### config.mk
export PLATFORM = sky130hd
export DESIGN_NAME = banked_register_file_mode_switch_top
export DESIGN_NICKNAME = d
export VERILOG_FILES = /design/src/rtl/bfr_pkg.sv /design/src/rtl/bfr_core.sv /design/src/rtl/banked_register_file_mode_switch_top.sv
export VERILOG_INCLUDE_DIRS = /design/src /design/src/rtl
export SDC_FILE = /design/constraint.sdc
export NUM_CORES = 2
export LEC_CHECK = 0
export BUFFER_PORTS_ARGS = -buffer_cell sky130_fd_sc_hd__clkbuf_2
export CORE_UTILIZATION = 25
export CTS_BUF_LIST = sky130_fd_sc_hd__clkbuf_16
export DETAILED_ROUTE_END_ITERATION = 8
export HOLD_SLACK_MARGIN = 0.03
export PLACE_DENSITY = 0.41
export SYNTH_ARGS = -nofsm -noshare
export SYNTH_HDL_FRONTEND = slang
export SYNTH_HIERARCHICAL = 1
export SYNTH_SLANG_ARGS = --single-unit
### constraint.sdc
create_clock -name clk -period 6.4 [get_ports clk]
set_input_delay 1.28 -clock clk [delete_from_list [all_inputs] [get_ports clk]]
set_output_delay 1.28 -clock clk [all_outputs]
set_load 0.1 [all_outputs]
### src/rtl/banked_register_file_mode_switch_top_defines.svh
// assertion macros shared by the banked register file rtl
`ifndef BANKED_REGISTER_FILE_MODE_SWITCH_TOP_DEFINES_SVH
`define BANKED_REGISTER_FILE_MODE_SWITCH_TOP_DEFINES_SVH

`ifndef SYNTHESIS

// property that must hold on every clock edge out of reset
`define BFR_ASSERT(lbl, prop) \
    lbl: assert property (@(posedge clk) disable iff (!rst_n) (prop)) \
        else $error("banked register file check failed");

// consequent must hold in the cycle after the antecedent
`define BFR_ASSERT_NEXT(lbl, ante, cons) \
    lbl: assert property (@(posedge clk) disable iff (!rst_n) (ante) |=> (cons)) \
        else $error("banked register file check failed");

`else

`define BFR_ASSERT(lbl, prop)
`define BFR_ASSERT_NEXT(lbl, ante, cons)

`endif

`endif

### src/rtl/bfr_pkg.sv
// types, codes and constants of the banked register file
`default_nettype none

package bfr_pkg;

    localparam int DATA_W     = 32;
    localparam int MODE_W     = 5;
    localparam int NUM_REGS   = 16;
    localparam int BANK_COUNT = 6;
    localparam int HIGH_COUNT = 5;
    localparam int SPSR_COUNT = 5;
    localparam int HIGH_BASE  = 8;

    // request kinds
    localparam logic [2:0] KIND_READ_REG   = 3'd0;
    localparam logic [2:0] KIND_WRITE_REG  = 3'd1;
    localparam logic [2:0] KIND_WRITE_CPSR = 3'd2;
    localparam logic [2:0] KIND_READ_SPSR  = 3'd3;
    localparam logic [2:0] KIND_WRITE_SPSR = 3'd4;
    localparam logic [2:0] KIND_IRQ        = 3'd5;
    localparam logic [2:0] KIND_BOOT       = 3'd6;
    localparam logic [2:0] KIND_READ_CPSR  = 3'd7;

    // processor modes
    localparam logic [MODE_W-1:0] MODE_USR = 5'b10000;
    localparam logic [MODE_W-1:0] MODE_FIQ = 5'b10001;
    localparam logic [MODE_W-1:0] MODE_IRQ = 5'b10010;
    localparam logic [MODE_W-1:0] MODE_SVC = 5'b10011;
    localparam logic [MODE_W-1:0] MODE_ABT = 5'b10111;
    localparam logic [MODE_W-1:0] MODE_UND = 5'b11011;
    localparam logic [MODE_W-1:0] MODE_SYS = 5'b11111;

    // r13/r14 bank slots
    localparam logic [2:0] BANK_USR = 3'd0;
    localparam logic [2:0] BANK_FIQ = 3'd1;
    localparam logic [2:0] BANK_IRQ = 3'd2;
    localparam logic [2:0] BANK_SVC = 3'd3;
    localparam logic [2:0] BANK_ABT = 3'd4;
    localparam logic [2:0] BANK_UND = 3'd5;

    // spsr slot of the irq mode
    localparam logic [2:0] IRQ_SAVE_SLOT = 3'd1;

    localparam logic [DATA_W-1:0] CPSR_RESET     = 32'h0000_001F;
    localparam logic [DATA_W-1:0] IRQ_CLEAR_MASK = 32'h0000_003F;
    localparam logic [DATA_W-1:0] IRQ_ENTRY_BITS = 32'h0000_0092;
    localparam logic [DATA_W-1:0] IRQ_VECTOR     = 32'h0000_0018;
    localparam logic [DATA_W-1:0] BOOT_SP_SYS    = 32'h0380_FD80;
    localparam logic [DATA_W-1:0] BOOT_SP_IRQ    = 32'h0380_FF80;
    localparam logic [DATA_W-1:0] BOOT_SP_SVC    = 32'h0380_FFC0;
    localparam logic [DATA_W-1:0] ARM_LR_OFFSET  = 32'd4;

    typedef struct packed {
        logic [2:0]        kind;
        logic [3:0]        reg_index;
        logic [DATA_W-1:0] value;
        logic              irq_pending;
        logic              irq_enabled;
    } item_t;

    typedef struct packed {
        logic [DATA_W-1:0] read_data;
        logic              irq_taken;
        logic              pc_written;
    } res_t;

    // r13/r14 bank of a mode, invalid modes share the user bank
    function automatic logic [2:0] bank_of(input logic [MODE_W-1:0] mode);
        logic [2:0] b;
        unique case (mode)
            MODE_FIQ: b = BANK_FIQ;
            MODE_IRQ: b = BANK_IRQ;
            MODE_SVC: b = BANK_SVC;
            MODE_ABT: b = BANK_ABT;
            MODE_UND: b = BANK_UND;
            default:  b = BANK_USR;
        endcase
        return b;
    endfunction

    // spsr slot of a mode, msb set when the mode has one
    function automatic logic [3:0] spsr_of(input logic [MODE_W-1:0] mode);
        logic [3:0] s;
        unique case (mode)
            MODE_FIQ: s = 4'b1000;
            MODE_IRQ: s = 4'b1001;
            MODE_SVC: s = 4'b1010;
            MODE_ABT: s = 4'b1011;
            MODE_UND: s = 4'b1100;
            default:  s = 4'b0000;
        endcase
        return s;
    endfunction

endpackage

`default_nettype wire

### src/rtl/bfr_core.sv
// register state and single pass execution of one request
`default_nettype none
`include "banked_register_file_mode_switch_top_defines.svh"

module bfr_core
    import bfr_pkg::*;
(
    input  wire logic  clk,
    input  wire logic  rst_n,
    input  wire logic  exec,
    input  wire item_t item,
    output res_t       res
);

    logic [DATA_W-1:0] vis_reg   [NUM_REGS];
    logic [DATA_W-1:0] vis_next  [NUM_REGS];
    logic [DATA_W-1:0] cpsr_reg;
    logic [DATA_W-1:0] cpsr_next;
    logic [MODE_W-1:0] last_mode_reg;
    logic [MODE_W-1:0] last_mode_next;
    logic [DATA_W-1:0] bank_reg  [BANK_COUNT][2];
    logic [DATA_W-1:0] bank_next [BANK_COUNT][2];
    logic [DATA_W-1:0] fiq_high_reg  [HIGH_COUNT];
    logic [DATA_W-1:0] fiq_high_next [HIGH_COUNT];
    logic [DATA_W-1:0] usr_high_reg  [HIGH_COUNT];
    logic [DATA_W-1:0] usr_high_next [HIGH_COUNT];
    logic [DATA_W-1:0] spsr_reg  [SPSR_COUNT];
    logic [DATA_W-1:0] spsr_next [SPSR_COUNT];

    logic              irq_ok;
    logic [3:0]        cur_spsr;

    assign irq_ok   = !cpsr_reg[7] && item.irq_pending && item.irq_enabled;
    assign cur_spsr = spsr_of(cpsr_reg[MODE_W-1:0]);

    always_comb
    begin
        logic              do_swap;
        logic              irq_entry;
        logic [MODE_W-1:0] old_mode;
        logic [MODE_W-1:0] new_mode;
        logic [2:0]        ob;
        logic [2:0]        nb;

        vis_next       = vis_reg;
        cpsr_next      = cpsr_reg;
        last_mode_next = last_mode_reg;
        bank_next      = bank_reg;
        fiq_high_next  = fiq_high_reg;
        usr_high_next  = usr_high_reg;
        spsr_next      = spsr_reg;
        res            = '0;
        do_swap        = 1'b0;
        irq_entry      = 1'b0;
        old_mode       = last_mode_reg;
        new_mode       = last_mode_reg;

        unique case (item.kind)
            KIND_READ_REG:
            begin
                res.read_data = vis_reg[item.reg_index];
            end
            KIND_WRITE_REG:
            begin
                vis_next[item.reg_index] = item.value;
                res.pc_written = (item.reg_index == 4'hF);
            end
            KIND_WRITE_CPSR:
            begin
                cpsr_next = item.value;
                new_mode  = item.value[MODE_W-1:0];
                do_swap   = 1'b1;
            end
            KIND_READ_SPSR:
            begin
                res.read_data = cur_spsr[3] ? spsr_reg[cur_spsr[2:0]] : cpsr_reg;
            end
            KIND_WRITE_SPSR:
            begin
                if (cur_spsr[3])
                begin
                    spsr_next[cur_spsr[2:0]] = item.value;
                end
            end
            KIND_IRQ:
            begin
                if (irq_ok)
                begin
                    cpsr_next      = (cpsr_reg & ~IRQ_CLEAR_MASK) | IRQ_ENTRY_BITS;
                    new_mode       = MODE_IRQ;
                    do_swap        = 1'b1;
                    irq_entry      = 1'b1;
                    res.irq_taken  = 1'b1;
                    res.pc_written = 1'b1;
                end
            end
            KIND_BOOT:
            begin
                cpsr_next      = CPSR_RESET;
                last_mode_next = MODE_SYS;
                for (int i = 0; i < NUM_REGS; i++)
                begin
                    vis_next[i] = '0;
                end
                vis_next[12]          = item.value;
                vis_next[13]          = BOOT_SP_SYS;
                vis_next[14]          = item.value;
                vis_next[15]          = item.value;
                bank_next[BANK_IRQ][0] = BOOT_SP_IRQ;
                bank_next[BANK_IRQ][1] = '0;
                bank_next[BANK_SVC][0] = BOOT_SP_SVC;
                bank_next[BANK_SVC][1] = '0;
                res.pc_written        = 1'b1;
            end
            KIND_READ_CPSR:
            begin
                res.read_data = cpsr_reg;
            end
        endcase

        // bank swap from the mode the visible registers belong to
        ob = bank_of(old_mode);
        nb = bank_of(new_mode);
        if (do_swap)
        begin
            last_mode_next = new_mode;
            if (!(old_mode == new_mode ||
                  (old_mode == MODE_USR && new_mode == MODE_SYS) ||
                  (old_mode == MODE_SYS && new_mode == MODE_USR)))
            begin
                if (old_mode == MODE_FIQ)
                begin
                    for (int i = 0; i < HIGH_COUNT; i++)
                    begin
                        fiq_high_next[i]       = vis_next[HIGH_BASE + i];
                        vis_next[HIGH_BASE + i] = usr_high_reg[i];
                    end
                end
                bank_next[ob][0] = vis_next[13];
                bank_next[ob][1] = vis_next[14];
                if (new_mode == MODE_FIQ)
                begin
                    for (int i = 0; i < HIGH_COUNT; i++)
                    begin
                        usr_high_next[i]        = vis_next[HIGH_BASE + i];
                        vis_next[HIGH_BASE + i] = fiq_high_next[i];
                    end
                end
                vis_next[13] = bank_next[nb][0];
                vis_next[14] = bank_next[nb][1];
            end
        end

        // irq entry tail: save status, link and vector
        if (irq_entry)
        begin
            spsr_next[IRQ_SAVE_SLOT] = cpsr_reg;
            vis_next[14] = vis_reg[15] - (cpsr_reg[5] ? '0 : ARM_LR_OFFSET);
            vis_next[15] = IRQ_VECTOR;
        end
    end

    always_ff @(posedge clk or negedge rst_n)
    begin
        if (!rst_n)
        begin
            for (int i = 0; i < NUM_REGS; i++)
            begin
                vis_reg[i] <= '0;
            end
            for (int i = 0; i < BANK_COUNT; i++)
            begin
                bank_reg[i][0] <= '0;
                bank_reg[i][1] <= '0;
            end
            for (int i = 0; i < HIGH_COUNT; i++)
            begin
                fiq_high_reg[i] <= '0;
                usr_high_reg[i] <= '0;
            end
            for (int i = 0; i < SPSR_COUNT; i++)
            begin
                spsr_reg[i] <= '0;
            end
            cpsr_reg      <= CPSR_RESET;
            last_mode_reg <= MODE_SYS;
        end
        else if (exec)
        begin
            vis_reg       <= vis_next;
            bank_reg      <= bank_next;
            fiq_high_reg  <= fiq_high_next;
            usr_high_reg  <= usr_high_next;
            spsr_reg      <= spsr_next;
            cpsr_reg      <= cpsr_next;
            last_mode_reg <= last_mode_next;
        end
    end

    `BFR_ASSERT_NEXT(a_boot_state, exec && item.kind == KIND_BOOT,
        vis_reg[13] == BOOT_SP_SYS && last_mode_reg == MODE_SYS && cpsr_reg == CPSR_RESET)
    `BFR_ASSERT_NEXT(a_irq_entry, exec && item.kind == KIND_IRQ && irq_ok,
        last_mode_reg == MODE_IRQ && cpsr_reg[7] && vis_reg[15] == IRQ_VECTOR)
    `BFR_ASSERT_NEXT(a_cpsr_tracks, exec && item.kind == KIND_WRITE_CPSR,
        last_mode_reg == cpsr_reg[MODE_W-1:0])

endmodule

`default_nettype wire

### src/rtl/banked_register_file_mode_switch_top.sv
// top level of the banked register file with mode switching
`default_nettype none
`include "banked_register_file_mode_switch_top_defines.svh"

// banked register file of an arm7 style core. one request is taken on every
// clock where start is high; busy is held low, so requests may follow each
// other back to back. a request is captured in an input register, executed in
// the next cycle by the core (register read or write, cpsr/spsr access, irq
// entry or boot, with the bank swap done as parallel register moves), and its
// result is shown on read_data, irq_taken and pc_written while done is high
// for exactly one cycle, once it has passed the input and result registers. the receiver
// cannot stall: every result must be taken in the cycle that it is shown.
// the sustained rate is one request per cycle, set by the single execute
// stage that reads and writes all register state in one pass.
module banked_register_file_mode_switch_top
    import bfr_pkg::*;
(
    input  wire logic              clk,
    input  wire logic              rst_n,
    input  wire logic              start,
    output logic                   busy,
    input  wire logic [2:0]        kind,
    input  wire logic [3:0]        reg_index,
    input  wire logic [DATA_W-1:0] value,
    input  wire logic              irq_pending,
    input  wire logic              irq_enabled,
    output logic                   done,
    output logic [DATA_W-1:0]      read_data,
    output logic                   irq_taken,
    output logic                   pc_written
);

    // input stage
    logic  valid_reg;
    item_t item_reg;

    // result stage
    logic  done_reg;
    res_t  res_reg;
    res_t  core_res;

    logic  accept;

    // execute stage never blocks, so requests are always taken
    assign busy   = 1'b0;
    assign accept = start && !busy;

    always_ff @(posedge clk or negedge rst_n)
    begin
        if (!rst_n)
        begin
            valid_reg <= 1'b0;
            done_reg  <= 1'b0;
        end
        else
        begin
            valid_reg <= accept;
            done_reg  <= valid_reg;
        end
    end

    // payload registers, no reset needed
    always_ff @(posedge clk)
    begin
        if (accept)
        begin
            item_reg.kind        <= kind;
            item_reg.reg_index   <= reg_index;
            item_reg.value       <= value;
            item_reg.irq_pending <= irq_pending;
            item_reg.irq_enabled <= irq_enabled;
        end
        if (valid_reg)
        begin
            res_reg <= core_res;
        end
    end

    // register state and the single pass execution
    bfr_core u_core (
        .clk   (clk),
        .rst_n (rst_n),
        .exec  (valid_reg),
        .item  (item_reg),
        .res   (core_res)
    );

    assign done       = done_reg;
    assign read_data  = res_reg.read_data;
    assign irq_taken  = res_reg.irq_taken;
    assign pc_written = res_reg.pc_written;

    // every accepted request passes valid_reg and then reaches the result strobe
    `BFR_ASSERT_NEXT(a_accept_exec, accept, valid_reg)
    `BFR_ASSERT_NEXT(a_exec_done, valid_reg, done_reg)
    // an irq entry always redirects the pc
    `BFR_ASSERT(a_irq_flush, !done_reg || !res_reg.irq_taken || res_reg.pc_written)

endmodule

`default_nettype wire
==> out/metrics.yaml <==
rrSetupSlack_ns: 1.54
combPwrFrac_pct: 28.7
cp-start-kind: "flip-flop"
p_sw_share_pct: 37.46
cp_max_fo: 28
postCtsSetupBuffers: 0
synth.distinct_cells: 91
io_pins: 80
wire_per_inst_microns: 26.41
largest_reg_flops: 512
cts_root_buf: "clkbuf_16"
port_buffers: 78
switchingPower_mw: 12.53
synth_top_area_share_pct: 46.03
syn_nets: 8371
synth_edf_count: 75
antenna_found_initial: 38
maxSlewViolCount: 0
grt_max_degree: 191
vias_per_cell: 5.437
period_minus_slack_ns: 4.864
cts_buffer_depth: 4
critPathRequiredTime_ns: 7.16
initial_core_util_pct: 25.18
criticalPathCategory: "reg -> reg"
globalplace.congestion: 0.8149
worst_slew_pin_slew_ns: 1.446
end_kind: "flip-flop"
hold_buffers: 0
p_int_mw: 20.92
power_frac_seq_pct: 41.4
nNetsFinal: 7992
die_x_microns: 554.7
hp-class: "in -> async"
ir_drop_mv: 0.2040
routed_wl_mm: 318.8
mostFrequentLayoutCells: "dfrtp_1, nand2_1, o21ai_0"
vias: 65610
avgSynthCellArea_sq_um: 9.174
drive_gt1_share_pct: 11.49
finClkSkew_ns: 0.09313
path_clk_slew_ns: 0.06
core-area_sq_um: 303300
dieArea_sq_um: 307700
clk_latency_ns: 0.90
drc_errors: 0
ant_nets: 0
yosys-top-cells-area: "dfrtp_1, o21ai_0, nand2_1"
syn_inst: 8325
htreeDepth: 4
grt.total_usage_pct: 20.31
powerDensity_nw_per_um2: 386.8
drt-pass1-iter-count: 6
rsz0062_at_grt: "false"
period_share_pct: 75.99
cts_buffers: 190
clock_sinks: 1490
post-dp-hpwl_mm: 186.6
grt_pass1_wl_mm: 465.8
synth_seq_cells: 1490
final_area_sq_um: 86470
layout_commonest_cell: "dfrtp_1"
core.rowCount: 202
area.growth.synth_to_final_pct: 13.22
clockPowerShare_pct: 29.9
drt_iter0_markers: 6640
ys_async_sr_fraction_pct: 94.97
cp.arrival_ns: 5.62
yosysTopAreaCell: "dfrtp_1"
tns_ns: 0
grt_overflow: 0
cts_tree: "yes"
maxClockFrequency_ghz: 0.2056
ys_seq_area_share_pct: 49.33
finalHoldViolations: 0
cts-resized-gates: 0
syn_area_sq_um: 76380
status: "complete, but fails checks"
dpl_cell_area_sq_um: 80880
ys_warn_count: 6
power.leakage_nw: 35.86
ys.flop_type: "dfrtp_1"
setup_violations: 0
drv_cap: 1
first_global_vias: 63730
violations: "capacitance limit"
die_h_microns: 554.7
slew_headroom_pct: 0.8572
==> cells by family (layout without fill, tap and decap cells) <==
kind of cell	count (synthesis)	count (layout)	share of synthesized area, %
muxes	421	421	8.350
xor gates and xnor gates	28	28	0.3211
other	1	10	0.004910
buffers and inverters	917	674	4.792
and+or+nand+nor	2603	2603	14.33
adders and majority gates	2	2	0.03276
DFF	1490	1490	49.33
AOI/OAI and AO/OA	2863	2863	22.84
==> worst paths after layout <==
kind                                         start  depth (start not counted)                       to
setup / recovery                      item_reg[39]                         10     u_core/bank_reg[227]
hold / removal                               rst_n                          1     u_core/bank_reg[299]
setup reg to reg                      item_reg[39]                         10     u_core/bank_reg[227]
hold reg to reg            u_core/fiq_high_reg[17]                          2  u_core/fiq_high_reg[17]
max in group asynchronous                    rst_n                          2     u_core/bank_reg[308]
min in group clk           u_core/fiq_high_reg[17]                          2  u_core/fiq_high_reg[17]
==> metrics by stage <==
stage	hold slack (ns)	setup WS (ns)	util (%)	instances	power, mW
CTS	0.4512	1.561	28.50	12060	33.73
detailed placement	0.4623	1.641	26.67	11730	23.57
global placement	0.4541	1.662	26.67	11730	23.36
global route	0.4826	1.260	28.50	12060	35.34
floorplan	0.4418	3.494	-	8325	19.60
finish	0.4661	1.536	28.51	12070	33.45
==> power groups by stage <==
stage | clock network (mW) | logic (mW) | registers, mW
3_5_place_dp | 0 | 9.63 | 13.9
5_1_grt | 10.6 | 10.6 | 14.1
6_report | 9.99 | 9.62 | 13.8
3_3_place_gp | 0 | 9.49 | 13.9
4_1_cts | 10.3 | 9.65 | 13.8
2_1_floorplan | 0 | 6.23 | 13.4
==> per-layer routing <==
layer	global-route usage (%)	wire length [microns]	up-vias
met2	31.70	143400	2325
met1	28.63	144400	33720
met5	0	179	-
met3	3.224	21040	501
met4	6.315	9782	26
li1	-	-	29040
==> synthesized netlist by cell type, types with 40 or more instances <==
| master | number |
|---|---|
| edfxtp_1 | 75 |
| o21ai_1 | 74 |
| o211ai_1 | 116 |
| a22o_1 | 40 |
| buf_2 | 143 |
| and3_1 | 143 |
| o21ai_0 | 958 |
| buf_1 | 54 |
| mux4_2 | 160 |
| nand2_1 | 1272 |
| dfrtp_1 | 1405 |
| o31ai_1 | 42 |
| nand3_1 | 260 |
| a22oi_1 | 111 |
| clkbuf_1 | 690 |
| a21oi_1 | 846 |
| mux2i_1 | 132 |
| o2bb2ai_1 | 52 |
| a31oi_1 | 46 |
| nor3_1 | 40 |
| o21bai_1 | 55 |
| o311a_1 | 118 |
| mux2_2 | 126 |
| nor2_1 | 757 |
| a211oi_1 | 155 |
| a21o_1 | 69 |
==> critical path, stage by stage (launching register included) <==
cell and delay (ns):
edfxtp_1 0.73, or3b_1 0.70, o22ai_1 0.30, a2111oi_0 0.15, buf_4 0.18, a21o_4 0.34
nor2_2 0.71, buf_4 0.45, nand2_2 0.45, buf_4 0.44, o2bb2ai_1 0.21
==> final cells by class <==
cell class / count / area (sq um)
Antenna cell: 9 / 22.52
Clock buffer: 191 / 4780
Clock inverter: 137 / 790.8
Fill cell: 31740 / 216800
Inverter: 22 / 85.08
Multi-Input combinational cell: 5918 / 35460
Sequential cell: 1490 / 37680
Tap cell: 3978 / 4977
Timing Repair Buffer: 324 / 2680
Note: power is estimated with default switching activity, not from simulation.
